<file path="src/rtl/met_pkg.sv">
// shared constants, types and helpers of the mandelbrot escape-time block
`timescale 1ns / 1ps
`default_nettype none

package met_pkg;

  // picture geometry and number format
  localparam int COLUMNS   = 80;
  localparam int ROWS      = 40;
  localparam int FRAC_BITS = 27;

  // field widths
  localparam int COL_W = 7;
  localparam int ROW_W = 6;
  localparam int CNT_W = 12;
  localparam int Z_W   = 32;
  localparam int P_W   = 2 * Z_W;
  localparam int D_W   = 12;

  localparam logic [CNT_W-1:0] MAX_ITER_RESET = CNT_W'(1000);

  // 4/N in q4.27, rounded to nearest
  localparam int STEP_RE = ((1 << 29) + COLUMNS / 2) / COLUMNS;
  localparam int STEP_IM = ((1 << 29) + ROWS / 2) / ROWS;

  // escape bound |z|^2 > 4 at full product scale
  localparam logic [P_W:0] ESC_LIMIT = (P_W + 1)'(4) << (2 * FRAC_BITS);

  localparam logic signed [P_W-1:0] Q_MAX = 64'sd2147483647;
  localparam logic signed [P_W-1:0] Q_MIN = -64'sd2147483648;

  // sequencer states
  typedef enum logic [3:0] {
    ST_IDLE,
    ST_MAP_RE,
    ST_MAP_IM,
    ST_MAP_DONE,
    ST_MUL_RR,
    ST_MUL_II,
    ST_MUL_RI,
    ST_UPDATE,
    ST_FINISH
  } met_state_t;

  // finished pixel handed from the core to the output register
  typedef struct packed {
    logic             done;
    logic [CNT_W-1:0] count;
    logic             in_set;
  } met_result_t;

  // clamp a wide signed value to the 32-bit range
  function automatic logic signed [Z_W-1:0] sat32(input logic signed [P_W-1:0] v);
    logic signed [Z_W-1:0] r;
    if (v > Q_MAX) begin
      r = Q_MAX[Z_W-1:0];
    end else if (v < Q_MIN) begin
      r = Q_MIN[Z_W-1:0];
    end else begin
      r = v[Z_W-1:0];
    end
    return r;
  endfunction

endpackage

`default_nettype wire

</file>
<file path="src/rtl/met_ifs.sv">
// pixel and result channel interfaces
`timescale 1ns / 1ps
`default_nettype none

interface met_pix_if import met_pkg::*; ();
  logic             valid;
  logic             ready;
  logic [COL_W-1:0] column;
  logic [ROW_W-1:0] row;

  modport source (output valid, column, row, input ready);
  modport sink   (input valid, column, row, output ready);
endinterface

interface met_res_if import met_pkg::*; ();
  logic             valid;
  logic             ready;
  logic [CNT_W-1:0] iteration_count;
  logic             in_set;

  modport source (output valid, iteration_count, in_set, input ready);
  modport sink   (input valid, iteration_count, in_set, output ready);
endinterface

`default_nettype wire

</file>
<file path="src/rtl/met_mul.sv">
// shared signed 32x32 multiplier with registered product
`timescale 1ns / 1ps
`default_nettype none

module met_mul import met_pkg::*; (
  input  logic                  clk,
  input  logic signed [Z_W-1:0] a,
  input  logic signed [Z_W-1:0] b,
  output logic signed [P_W-1:0] prod
);

  // full-width product, one per cycle
  always_ff @(posedge clk) begin
    prod <= a * b;
  end

endmodule

`default_nettype wire

</file>
<file path="src/rtl/met_core.sv">
// sequencer and datapath around the shared multiplier
`timescale 1ns / 1ps
`default_nettype none

module met_core import met_pkg::*; (
  input  logic             clk,
  input  logic             rst,
  input  logic             start,
  input  logic [COL_W-1:0] column,
  input  logic [ROW_W-1:0] row,
  input  logic [CNT_W-1:0] max_iterations,
  input  logic             res_free,
  output logic             idle,
  output met_result_t      result
);

  met_state_t state, state_next;

  logic [COL_W-1:0]      col_q;
  logic [ROW_W-1:0]      row_q;
  logic signed [Z_W-1:0] cr, ci, zr, zi;
  logic signed [P_W-1:0] rr, diff;
  logic [CNT_W-1:0]      it;
  logic                  in_set_q;
  logic                  res_done;

  logic signed [Z_W-1:0] mul_a, mul_b;
  logic signed [P_W-1:0] prod;
  logic signed [D_W-1:0] d_re, d_im;
  logic [P_W:0]          esc_sum;
  logic                  escape;
  logic signed [Z_W-1:0] c_map, re_new, im_new;

  met_mul u_mul (
    .clk  (clk),
    .a    (mul_a),
    .b    (mul_b),
    .prod (prod)
  );

  // pixel offsets in half steps: 2*index - N
  assign d_re = signed'(D_W'({col_q, 1'b0})) - D_W'(COLUMNS);
  assign d_im = signed'(D_W'({row_q, 1'b0})) - D_W'(ROWS);

  // escape test and component updates
  assign esc_sum = (P_W + 1)'($unsigned(rr)) + (P_W + 1)'($unsigned(prod));
  assign escape  = esc_sum > ESC_LIMIT;
  assign c_map   = sat32(prod >>> 1);
  assign re_new  = sat32((diff >>> FRAC_BITS) + P_W'(cr));
  assign im_new  = sat32((prod >>> (FRAC_BITS - 1)) + P_W'(ci));

  // multiplier operand select
  always_comb begin
    unique case (state)
      ST_MAP_RE: begin
        mul_a = Z_W'(d_re);
        mul_b = Z_W'(STEP_RE);
      end
      ST_MAP_IM: begin
        mul_a = Z_W'(d_im);
        mul_b = Z_W'(STEP_IM);
      end
      ST_MUL_RR: begin
        mul_a = zr;
        mul_b = zr;
      end
      ST_MUL_II: begin
        mul_a = zi;
        mul_b = zi;
      end
      default: begin
        mul_a = zr;
        mul_b = zi;
      end
    endcase
  end

  // state register
  always_ff @(posedge clk) begin
    if (rst) begin
      state <= ST_IDLE;
    end else begin
      state <= state_next;
    end
  end

  // next state and handoff
  always_comb begin
    state_next = state;
    res_done   = 1'b0;
    unique case (state)
      ST_IDLE:     if (start) state_next = ST_MAP_RE;
      ST_MAP_RE:   state_next = ST_MAP_IM;
      ST_MAP_IM:   state_next = ST_MAP_DONE;
      ST_MAP_DONE: state_next = ST_MUL_RR;
      ST_MUL_RR:   state_next = (it == max_iterations) ? ST_FINISH : ST_MUL_II;
      ST_MUL_II:   state_next = ST_MUL_RI;
      ST_MUL_RI:   state_next = escape ? ST_FINISH : ST_UPDATE;
      ST_UPDATE:   state_next = ST_MUL_RR;
      ST_FINISH: begin
        if (res_free) begin
          res_done   = 1'b1;
          state_next = ST_IDLE;
        end
      end
      default:     state_next = ST_IDLE;
    endcase
  end

  assign idle          = (state == ST_IDLE);
  assign result.done   = res_done;
  assign result.count  = it;
  assign result.in_set = in_set_q;

  // datapath registers
  always_ff @(posedge clk) begin
    case (state)
      ST_IDLE: begin
        if (start) begin
          col_q <= column;
          row_q <= row;
        end
      end
      ST_MAP_IM: begin
        cr <= c_map;
        zr <= c_map;
      end
      ST_MAP_DONE: begin
        ci <= c_map;
        zi <= c_map;
        it <= '0;
      end
      ST_MUL_RR: begin
        if (it == max_iterations) in_set_q <= 1'b1;
      end
      ST_MUL_II: begin
        rr <= prod;
      end
      ST_MUL_RI: begin
        in_set_q <= 1'b0;
        diff     <= rr - prod;
      end
      ST_UPDATE: begin
        zr <= re_new;
        zi <= im_new;
        it <= it + CNT_W'(1);
      end
      default: begin
      end
    endcase
  end

endmodule

`default_nettype wire

</file>
<file path="src/rtl/mandelbrot_escape_time.sv">
// Mandelbrot escape-time unit: takes one pixel (column, row), maps it to c in
// q4.27, starts z at c and iterates z = z^2 + c until |z|^2 > 4 or the
// max_iterations limit, then returns the count and an in-set flag. All
// products go through one shared 32x32 multiplier, and an iteration needs
// three of them (zr*zr, zi*zi, zr*zi), issued in the states ST_MUL_RR,
// ST_MUL_II and ST_MUL_RI before ST_UPDATE writes the new z. The reset limit
// is 1000. One pixel is in work at a time; the next may be taken while the
// last result still waits in the output register. max_iterations is written
// through cfg_wr_en and cfg_wr_data; the user must write it only while the
// unit is idle, as the unit itself does not enforce this.
`timescale 1ns / 1ps
`default_nettype none

module mandelbrot_escape_time import met_pkg::*; (
  input  logic             clk,
  input  logic             rst,
  input  logic             cfg_wr_en,
  input  logic [CNT_W-1:0] cfg_wr_data,
  met_pix_if.sink          pix,
  met_res_if.source        res
);

  logic [CNT_W-1:0] max_iterations;
  logic             core_idle;
  logic             res_free;
  met_result_t      result;
  logic             out_valid;
  logic [CNT_W-1:0] out_count;
  logic             out_in_set;

  // iteration limit register
  always_ff @(posedge clk) begin
    if (rst) begin
      max_iterations <= MAX_ITER_RESET;
    end else if (cfg_wr_en) begin
      max_iterations <= cfg_wr_data;
    end
  end

  // no transaction in while in reset
  assign pix.ready = core_idle && !rst;
  assign res_free  = !out_valid || res.ready;

  met_core u_core (
    .clk            (clk),
    .rst            (rst),
    .start          (pix.valid && pix.ready),
    .column         (pix.column),
    .row            (pix.row),
    .max_iterations (max_iterations),
    .res_free       (res_free),
    .idle           (core_idle),
    .result         (result)
  );

  // output register
  always_ff @(posedge clk) begin
    if (rst) begin
      out_valid <= 1'b0;
    end else if (result.done) begin
      out_valid <= 1'b1;
    end else if (res.ready) begin
      out_valid <= 1'b0;
    end
  end

  always_ff @(posedge clk) begin
    if (result.done) begin
      out_count  <= result.count;
      out_in_set <= result.in_set;
    end
  end

  assign res.valid           = out_valid;
  assign res.iteration_count = out_count;
  assign res.in_set          = out_in_set;

endmodule

`default_nettype wire

</file>
<file path="src/flat_wrapper.sv">
// flat-port wrapper written by rule: the top's interface ports become plain ports
module mandelbrot_escape_time_flat import met_pkg::*;
  (clk, rst, cfg_wr_en, cfg_wr_data, pix_valid, pix_column, pix_row, pix_ready, res_valid, res_iteration_count, res_in_set, res_ready);
  met_pix_if pix_i ();
  met_res_if res_i ();
  input  logic clk;
  input  logic rst;
  input  logic cfg_wr_en;
  input  logic [CNT_W-1:0] cfg_wr_data;
  input wire logic [$bits(pix_i.valid)-1:0] pix_valid;
  input wire logic [$bits(pix_i.column)-1:0] pix_column;
  input wire logic [$bits(pix_i.row)-1:0] pix_row;
  output wire logic [$bits(pix_i.ready)-1:0] pix_ready;
  output wire logic [$bits(res_i.valid)-1:0] res_valid;
  output wire logic [$bits(res_i.iteration_count)-1:0] res_iteration_count;
  output wire logic [$bits(res_i.in_set)-1:0] res_in_set;
  input wire logic [$bits(res_i.ready)-1:0] res_ready;
  assign pix_i.valid = pix_valid;
  assign pix_i.column = pix_column;
  assign pix_i.row = pix_row;
  assign pix_ready = pix_i.ready;
  assign res_valid = res_i.valid;
  assign res_iteration_count = res_i.iteration_count;
  assign res_in_set = res_i.in_set;
  assign res_i.ready = res_ready;
  mandelbrot_escape_time u_core (.clk(clk), .rst(rst), .cfg_wr_en(cfg_wr_en), .cfg_wr_data(cfg_wr_data), .pix(pix_i), .res(res_i));
endmodule
</file>
<file path="config.mk">
export PLATFORM = sky130hd
export DESIGN_NAME = mandelbrot_escape_time_flat
export DESIGN_NICKNAME = d
export VERILOG_FILES = /design/src/rtl/met_pkg.sv /design/src/rtl/met_ifs.sv /design/src/rtl/met_mul.sv /design/src/rtl/met_core.sv /design/src/rtl/mandelbrot_escape_time.sv /design/src/flat_wrapper.sv
export SDC_FILE = /design/constraint.sdc
export NUM_CORES = 2
export LEC_CHECK = 0
export BUFFER_PORTS_ARGS = -buffer_cell sky130_fd_sc_hd__buf_2
export CAP_MARGIN = 20
export CORE_MARGIN = 2
export CORE_UTILIZATION = 30
export DETAILED_ROUTE_END_ITERATION = 10
export MAX_ROUTING_LAYER = met4
export SLEW_MARGIN = 5
export SYNTH_ARGS = -nofsm -noshare
export SYNTH_HDL_FRONTEND = slang
export SYNTH_HIERARCHICAL = 1
export SYNTH_SLANG_ARGS = --single-unit
</file>
<file path="constraint.sdc">
create_clock -name clk -period 10.29 [get_ports clk]
set_input_delay 1.029 -clock clk [delete_from_list [all_inputs] [get_ports clk]]
set_output_delay 1.029 -clock clk [all_outputs]
set_load 0.02 [all_outputs]
</file>
Word level (Yosys, flattened, before mapping)
Index checks and enable logic that the tools add are counted.

word-level totals
  register bits after elaboration = 376
  bits in latches = 0
  memory bits (writable) = 0
  memory bits (read-only) = 0
  input port bits = 30
  output and inout port bits = 15
  word-level logic and storage cells = 79
  memories = 0

cells by class
  add/subtract/negate cells = 7
  multiply operators = 1
  divide/modulo/power cells = 0
  order comparisons = 7
  equal/unequal tests = 12
  shift operators = 0
  multiplexer cells = 22
  bitwise operators = 0
  reductions and logical operators = 14

operator list
  kind                     count
  $mux W32                 6
  $pmux W32 S3             2
  $pmux W32 S2             2
  $add A64 B64 Y65         1
  $gt A65 B57 Y1 const B   1
  $mul A32 B32 Y64         1
  $sub A64 B64 Y64         1
  $gt A63 B32 Y1 const B   1
  $lt A63 B32 Y1 const B   1
  $add A38 B32 Y39         1
  $gt A39 B32 Y1 const B   1
  $lt A39 B32 Y1 const B   1
  $add A37 B32 Y38         1
  $gt A38 B32 Y1 const B   1
  $lt A38 B32 Y1 const B   1
  $pmux W4 S8              1
  $pmux W12 S2             1
  $eq A4 B3 Y1 const B     4
  $mux W4                  4
  $add A12 B1 Y12 const B  1
  $eq A12 B12 Y1           1
  $sub A8 B7 Y9 const B    1
  $eq A4 B2 Y1 const B     2
  $reduce_bool A2 Y1       4
  other kinds (12)         22

Depth between registers and ports, before layout
  depth in word-level cells = 5
  mapped depth = 35
  depth with buffers taken out = 33

Hierarchy
Netlist, hierarchy kept.

by module, submodules not included
  module                  instances  cells each  area an instance (sq um)  sequential area each (sq um)
  met_mul                 1          4014        37915.1                   1281.2
  met_core                1          2632        22450.3                   7737.4
  mandelbrot_escape_time  1          58          882.1                     650.6

Worst setup path before layout
No wires, ideal clock.

  kind = register -> register
  start = reg u_core.u_core.state[2]
  end = reg u_core.u_core.u_mul.prod[60]
  setup time = 0.086 ns
  data arrival time = 10.329 ns
  required time = 10.204 ns
  path slack = -0.125 ns
  stages on the path, launching flop included = 33
  buffers on the path = 3
  clock period less this slack = 10.415 ns
  cell sequence = dfxtp_1 clkbuf_1 nand3_1 inv_1 clkbuf_1 a32oi_1 nand2_1 clkbuf_1 nand2_1 inv_1 fa_1 inv_1 fa_1 inv_1 fa_1 fa_1 inv_1 fa_1 inv_1 fa_1 inv_1 fa_1 inv_1 fa_1 ha_1 a21o_1 a21o_1 a21o_1 a211o_1 a21o_1 mux2i_1 o31ai_1 a211oi_1

on the way
  cells in the longest elaborated chain, start to end = 3
  elaborated cells on any way between the ends = 7
  classes of those cells = 1 x mul; 4 x eq/ne; 2 x mux

ends and longest elaborated chain
  what                                  RTL line        RTL
  from (decl)                           met_core.sv:17  met_state_t state, state_next;
  from (signal assigned)                met_core.sv:83  state <= state_next;
  $eq A4 B3 Y1 (tied with other cells)  met_core.sv:54  unique case (state)
  $pmux W32 S3 *                        met_core.sv:54
  named net u_core.u_core.mul_a[31]     met_core.sv:27  logic signed [Z_W-1:0] mul_a, mul_b;
  $mul A32 B32 Y64 *                    met_mul.sv:14   prod <= a * b;
  to (signal assigned)                  met_mul.sv:14
  to (decl)                             met_mul.sv:9    output logic signed [P_W-1:0] prod

Mark *: on every way through the listed nets, which the timed path passes. The rest lies on a longest branch.
A chain may end at the register's enable or synchronous reset.

Worst setup path in the final report
  start = reg u_core.u_core.state[2]
  end = reg u_core.u_core.u_mul.prod[59]

Same word-level chain as after synthesis.

==> results.toml <==
[run_status]
status = "completed"

[sta]
slew_violations = 0
worst_slew_pin_slew_ps = 1176
hold_viol = 0
tns_ps = 0
fin_worst_skew_ps = 25.89
finalSetupViolCount = 0
min_period_ps = 9882
grt_setup_unrepaired = "no"
max_freq_mhz = 101.2
period_share_pct = 96.03
slew_headroom_pct = 21.38

[synthesis]
synthTopCellsByArea = "fa_1 35%, edfxtp_1 13%, ha_1 7.9%"
yosysTopAreaCell = "fa_1"
yosysTopAreaCellShare_pct = 35.46
ys_seq_elements = 349
synth_cells = 6704
synth.distinct_cells = 103
async_reset_ff_share_pct = 0
synth.most_common_cell = "inv_1"
ys_top_cells_by_count = "1159 x inv_1, 1085 x fa_1, 841 x nand2_1"
synth_seq_area_share_pct = 15.79
synth_edf_count = 268
ys_warn_count = 6
avgSynthCellArea_um2 = 9.136
synth_top_flop_cell = "edfxtp_1"
syn-num-nets = 8208
syn_area_mm2 = 0.06125

[clock_tree]
holdBufCountCts = 0
numCtsBuffers = 39
cts_num_sinks = 349
worst_setup_hold_path_clk_slew_ps = 60
clock_path_buffers = 3
tritoncts = "done"
h-tree-depth = 2
worst_skew_pair.late_latency_ps = 570
root_buffer = "clkbuf_16"

[critical_path]
crit_path_frequent_cell = "fa_1"
worstSetupPathType = "flop to flop"
slowest_delay_ps = 590
crit_start = "u_core/u_core/state[2]$_SDFFE_PP0P_"
reg2reg_depth = 29
start_kind = "flop"
crit_path_end_kind = "flop"
required_ps = 10750
timing.rr.end = "u_core/u_core/u_mul/prod[59]$_DFF_P_"
r2r_start = "u_core/u_core/state[2]$_SDFFE_PP0P_"
slowest_stage = "nand2_1"
r2r_setup_slack_ps = 410
cp.arrival_ps = 10340
worst-path-max-fanout = 24

[run]
maxCapViolCount = 0

[grt]
grt_pass1_vias = 51060
grt_overflow = 0
antenna_found_initial = 5
grt_max_degree = 65
grt_usage_pct = 19.50
grt_pass1_wl_mm = 307.2

[worst_hold_path]
whs_endpoint = "u_core/u_core/rr[0]$_DFFE_PP_"
holdCritPathClass = "flop to flop"
hold_depth = 0
hp-start = "u_core/u_core/u_mul/prod[0]$_DFF_P_"

[routing]
vias = 48240
vias_per_cell = 5.190
drc = 0
finalWirelength_mm = 198.6
firstDrtPassIters = 6
ant_nets = 0
wl_per_cell_um = 21.37
drt_iter0_drc = 3966

[floorplan]
fp.dieW_um = 455.8
ioPinCount = 45
die_h_um = 455.8
start_util_pct = 30.24
coreArea_mm2 = 0.2025
die_area_mm2 = 0.2078
rows = 165

[placed_design]
dp_hpwl_mm = 158.8
port_buffers = 44
dpl_cell_area_mm2 = 0.06475
place_congestion = 0.9635
placed_cells_incl_taps = 9222

[finish]
antenna_cells = 0
stdcell_area_mm2 = 0.06611
drive_gt1_share_pct = 5.210
fill_cells = 20800
stdcell_count = 9294
syn_to_final_growth_pct = 7.932
fin_nets = 8095
## placed cells by master (no fill, tap or decap), types with 41 or more instances in the layout
cell      instances
inv_1          1156
edfxtp_1        268
nor2_1          290
nor4_1           58
dfxtp_1          81
a21o_1          105
buf_2            44
nand2_1         841
nor2b_1          61
and2_1          542
o31ai_1          41
ha_1            389
nand4_1          57
nand3_1          76
buf_4           130
nor3_1           57
o21ai_0         141
xor2_1           69
xnor2_1         126
fa_1           1084
a21oi_1         328
## sequential cells by signal, indices dropped and copies added, names as in the netlist
name / flops
u_core/u_core/rr: 64
u_core/u_core/u_mul/prod: 64
u_core/u_core/diff: 37
u_core/u_core/ci: 32
u_core/u_core/cr: 32
u_core/u_core/zi: 32
u_core/u_core/zr: 32
u_core/max_iterations: 12
u_core/res.iteration_count: 12
u_core/u_core/it: 12
u_core/u_core/col_q: 7
u_core/u_core/row_q: 6
u_core/u_core/state: 4
u_core/res.in_set: 1
u_core/res.valid: 1
u_core/u_core/in_set_q: 1
## kinds of logic after synthesis
kind of cell / Yosys count / synth area share (%)
XOR/XNOR: 195 / 2.789
AND/OR/NAND/NOR: 2129 / 17.04
flip-flops: 349 / 15.79
AO/OA/AOI/OAI: 1034 / 11.24
multiplexers: 27 / 0.4535
buffers and inverters: 1496 / 9.283
adder cells (fa/ha/maj): 1474 / 43.41
## per-layer routing
layer / global-route usage, % / vias up / wire, um
met5: - / - / 0
met3: 2.438 / 360 / 13670
met2: 30.49 / 1932 / 90400
met1: 26.37 / 24710 / 87650
met4: 5.908 / 0 / 6906
li1: - / 21240 / -
## metrics by stage
stage	utilization (%)	worst slack, ps	hold WS, ps
finish	32.64	408.2	493.8
global route	32.64	78.20	507.2
CTS	32.64	387.5	491.0
detailed placement	31.97	377.9	474.4
global placement	31.96	491.0	455.8
floorplan	-	854.8	438.2
## critical path, delay by kind of cell (launching register included)
kind	cells	cell delay, ps
xor+xnor	1	150
buf+inv	6	990
fa+ha+maj	9	4420
flops	1	530
compound gates	5	1310
simple gates	8	2320
## worst max-delay path by stage
stage                                           endpoint  cells past startpoint
finish              u_core/u_core/u_mul/prod[59]$_DFF_P_                     29
global route        u_core/u_core/u_mul/prod[63]$_DFF_P_                     30
floorplan           u_core/u_core/u_mul/prod[60]$_DFF_P_                     32
detailed placement  u_core/u_core/u_mul/prod[59]$_DFF_P_                     26
global placement    u_core/u_core/u_mul/prod[59]$_DFF_P_                     28
CTS                 u_core/u_core/u_mul/prod[59]$_DFF_P_                     26
## repair_timing
| action | in CTS | in global routing |
|---|---|---|
| endpoints found under the setup margin | 0 | 8 |
| buffers inserted | 0 | 0 |
| gates resized for setup | 0 | 2 |
## cell type report
class,instances,area [um2],share of cell area (%)
inverters,1161,4360,6.596
clock buffers,46,1023,1.548
flip-flops and latches,349,9669,14.63
multi-input cells,4859,46050,69.66
clock inverters,26,331.6,0.5016
well taps,2672,3343,5.057
repair buffers,181,1331,2.014
Power is left out: the tool's default activity adds up to more than one toggle a clock period on the data nets, which glitch-free logic cannot reach.
